File: src/sv/kvt_ram.sv
`default_nettype none

module kvt_ram #(
	parameter int WIDTH = 64,
	parameter int DEPTH = 64,
	localparam int AW = $clog2(DEPTH)
) (
	input  wire logic             clk,
	input  wire logic             we,
	input  wire logic [AW-1:0]    waddr,
	input  wire logic [WIDTH-1:0] wdata,
	input  wire logic [AW-1:0]    raddr,
	output logic      [WIDTH-1:0] rdata
);

	logic [WIDTH-1:0] mem [DEPTH];

	always_ff @(posedge clk) begin
		if (we) begin
			mem[waddr] <= wdata;
		end
	end

	always_ff @(posedge clk) begin
		rdata <= mem[raddr];
	end

endmodule

`default_nettype wire

File: config.mk
export PLATFORM = sky130hd
export DESIGN_NAME = kvt_ram
export DESIGN_NICKNAME = d
export VERILOG_FILES = /design/src/sv/kvt_ram.sv
export SDC_FILE = /design/constraint.sdc
export NUM_CORES = 2
export LEC_CHECK = 0
export BUFFER_PORTS_ARGS = -buffer_cell sky130_fd_sc_hd__buf_4
export CORE_MARGIN = 5
export CORE_UTILIZATION = 55
export CTS_CLUSTER_SIZE = 30
export DETAILED_ROUTE_END_ITERATION = 10
export PLACE_DENSITY = 0.77
export SYNTH_ARGS = -nofsm -noshare
export SYNTH_HDL_FRONTEND = slang
export SYNTH_SLANG_ARGS = --single-unit
File: constraint.sdc
create_clock -name clk -period 10.5 [get_ports clk]
set_clock_uncertainty 0.05 [all_clocks]
set_input_delay 1.05 -clock clk [delete_from_list [all_inputs] [get_ports clk]]
set_output_delay 1.05 -clock clk [all_outputs]
set_load 0.02 [all_outputs]
==> metrics.yaml <==
fill_cells: 17714
cts_tree: "done"
period_needed_ns: 4.26
clock_root_cell: "sky130_fd_sc_hd__clkbuf_16"
startpoint_type: "input port"
grt_start_max_net_pins: 125
synth.yosys.seq_area_share: 0.795
flip_flop_and_latch_count_after_synthesis: 4160
finalWeightedCongestion: 0.803
fin_tns_setup_ns: 0
drt_first_pass_iters: 8
vdd_drop_max_v: 0.000174
clock_tree.htree_level_count: 5
net_count_final: 7026
worst_hold_check_path_type: "in -> reg"
mostFrequentLayoutCells: "sky130_fd_sc_hd__edfxtp_1 (4096), sky130_fd_sc_hd__mux4_2 (1024), sky130_fd_sc_hd__clkbuf_16 (396)"
p_sw_mw: 7.23
internal_power_mw: 27.1
flow.area_growth_from_synthesis_pct: 12.1
yosys-top-cells-area: "sky130_fd_sc_hd__edfxtp_1 (79%), sky130_fd_sc_hd__mux4_2 (15%), sky130_fd_sc_hd__mux2i_1 (0.86%)"
met3RoutedLength_um: 64300
grt_overflow: 0
highest-signal-layer: "met5"
synthDominantAreaCellType: "sky130_fd_sc_hd__edfxtp_1"
met2_wirelength_um: 209000
final_layout_size_suffix_gt1_frac: 0.281
power.share.combinational: 0.047
drv_cap: 0
routed_wirelength_um: 440000
postSynthCellCount: 6598
clock_sinks: 4160
grt_first_pass_wirelength_um: 615000
initial_antenna_violation_count: 33
power.density_mw_per_mm2: 196
layout.cells.most_common: "sky130_fd_sc_hd__edfxtp_1"
max_slew_margin: 0.0456
slew_worst_pin_ns: 1.43
drc: 0
count_of_flip_flops_with_a_built_in_enable_after_synthesis: 4096
power.share.switching: 0.211
clk-insertion-delay-late_ns: 0.94
post_cts_buffers: 0
final_max_slew_viol_count: 0
wl_per_cell_um: 40.0
cts_hold_buffers: 0
critPathMaxFanout: 63
max_freq_mhz: 235
grt_setup_unrepaired: "false"
clock_tree.buffer_depth: 4
clk_pin_slew_ns: 0.06
critPathKind: "in -> reg"
synth_top_cell_area_share: 0.787
yosys_warnings: 0
pin_count: 142
cts_made_buffers: 388
die_area_sq_mm: 0.295
synth_cell_type_count: 33
hold_violations: 0
cp_data_required_time_ns: 11.19
synth_area_sq_mm: 0.156
leakagePower_nw: 54.6
sequentialPowerShare: 0.538
synth_async_sr_flop_share: 0
post_cts.resized_instances: 0
synth_fp_nets: 6676
finalHoldWorstSlack_ns: 0.582
viasPerCell: 7.14
pwr-share-clk: 0.415
via_count: 78713
outcome: "finished, final reports clean"
core_area_sq_mm: 0.283
die_w_um: 543
post-route-period-util: 0.405
synthesis.area_per_instance_sq_um: 23.7
wirelength_met1_um: 139000
placementRows: 195
dieHeight_um: 543
floorplan.initialDensity: 0.553
number_of_global_route_vias_before_repair: 79858
antenna_violating_nets_post_route: 0
dr.first_iter.drc_count: 13760
io_buffers: 141
report.final.setup_viol: 0
critPathArrivalTime_ns: 4.95
globalRouteTotalUtil: 0.299
crit_path_end_kind: "register"
dp.final_hpwl_um: 215000
synthFlopType: "sky130_fd_sc_hd__edfxtp_1"
registers in the layout, indices dropped and copies added, names as in the netlist:
| name | count |
|---|---|
| mem | 4096 |
| rdata | 64 |
cells in the mapped netlist, drive strengths merged (11+ instances only):
cell     number
nand2b       11
a41oi        26
edfxtp     4096
nand2        58
nand3        45
or2          28
or3          29
a22oi       168
and3         64
a2bb2oi      19
clkbuf      140
buf         230
a31oi        18
mux4       1024
nor2b        28
inv          19
a22o         88
mux2i       135
a211oi       63
o22ai        83
dfxtp        64
o221ai       38
nor2        112
kinds of logic after synthesis:
group,synth area share
and+or+nand+nor,0.0124
DFF,0.795
buffers and inverters,0.0118
muxes,0.156
AOI/OAI and AO/OA,0.0248
worst paths after layout:
| kind | startpoint | endpoint | slack [ns] | cells past startpoint |
|---|---|---|---|---|
| setup / recovery | raddr[2] | rdata[36] | 6.24 | 7 |
| hold reg to reg | mem[36][30] | rdata[30] | 0.80 | 4 |
| hold / removal | wdata[55] | mem[16][55] | 0.58 | 1 |
| setup reg to reg | mem[13][42] | rdata[42] | 8.02 | 5 |
per-stage QoR:
step           utilization  setup WS, ns  instance area (sq um)  std cells  power, mW
3_3_place_gp         0.575          5.46                 162000      10301       20.4
6_report             0.621          6.24                 175000      11022       34.3
4_1_cts              0.620          6.36                 175000      11003       34.4
3_5_place_dp         0.575          5.44                 162000      10301       20.4
5_1_grt              0.620          6.08                 175000      11014       35.2
2_1_floorplan            -          3.96                 156000       6598       19.7
power by group through the flow:
stage          logic (mW)  registers [mW]  clock network [mW]
3_5_place_dp         1.57            18.8                   0
3_3_place_gp         1.53            18.8                   0
4_1_cts              1.60            18.5                14.3
2_1_floorplan       0.856            18.8                   0
6_report             1.61            18.5                14.3
5_1_grt              1.68            18.5                15.1
cell type report:
type,count,area (sq um),share of cell area
clock inverter,198,2100,0.0120
inverter,19,71.3,0.000407
timing repair buffer,330,2650,0.0151
multi-input combinational,2049,30800,0.176
clock buffer,504,10700,0.0611
tap,3743,4680,0.0267
sequential,4160,124000,0.709
antenna,19,47.5,0.000271
metal layers:
| layer | global-route usage | up-vias |
|---|---|---|
| met1 | 0.390 | 40722 |
| li1 | - | 29134 |
| met3 | 0.0831 | 1485 |
| met5 | 0 | - |
| met4 | 0.158 | 20 |
| met2 | 0.466 | 7352 |
worst max-delay path: stages:
cell	delay, ns
sky130_fd_sc_hd__buf_8	0.46
sky130_fd_sc_hd__buf_4	0.83
sky130_fd_sc_hd__buf_4	0.95
sky130_fd_sc_hd__mux4_2	0.44
sky130_fd_sc_hd__or3_1	0.32
sky130_fd_sc_hd__a41oi_1	0.48
sky130_fd_sc_hd__a211oi_1	0.11
Power figures use the tool's default switching activity.
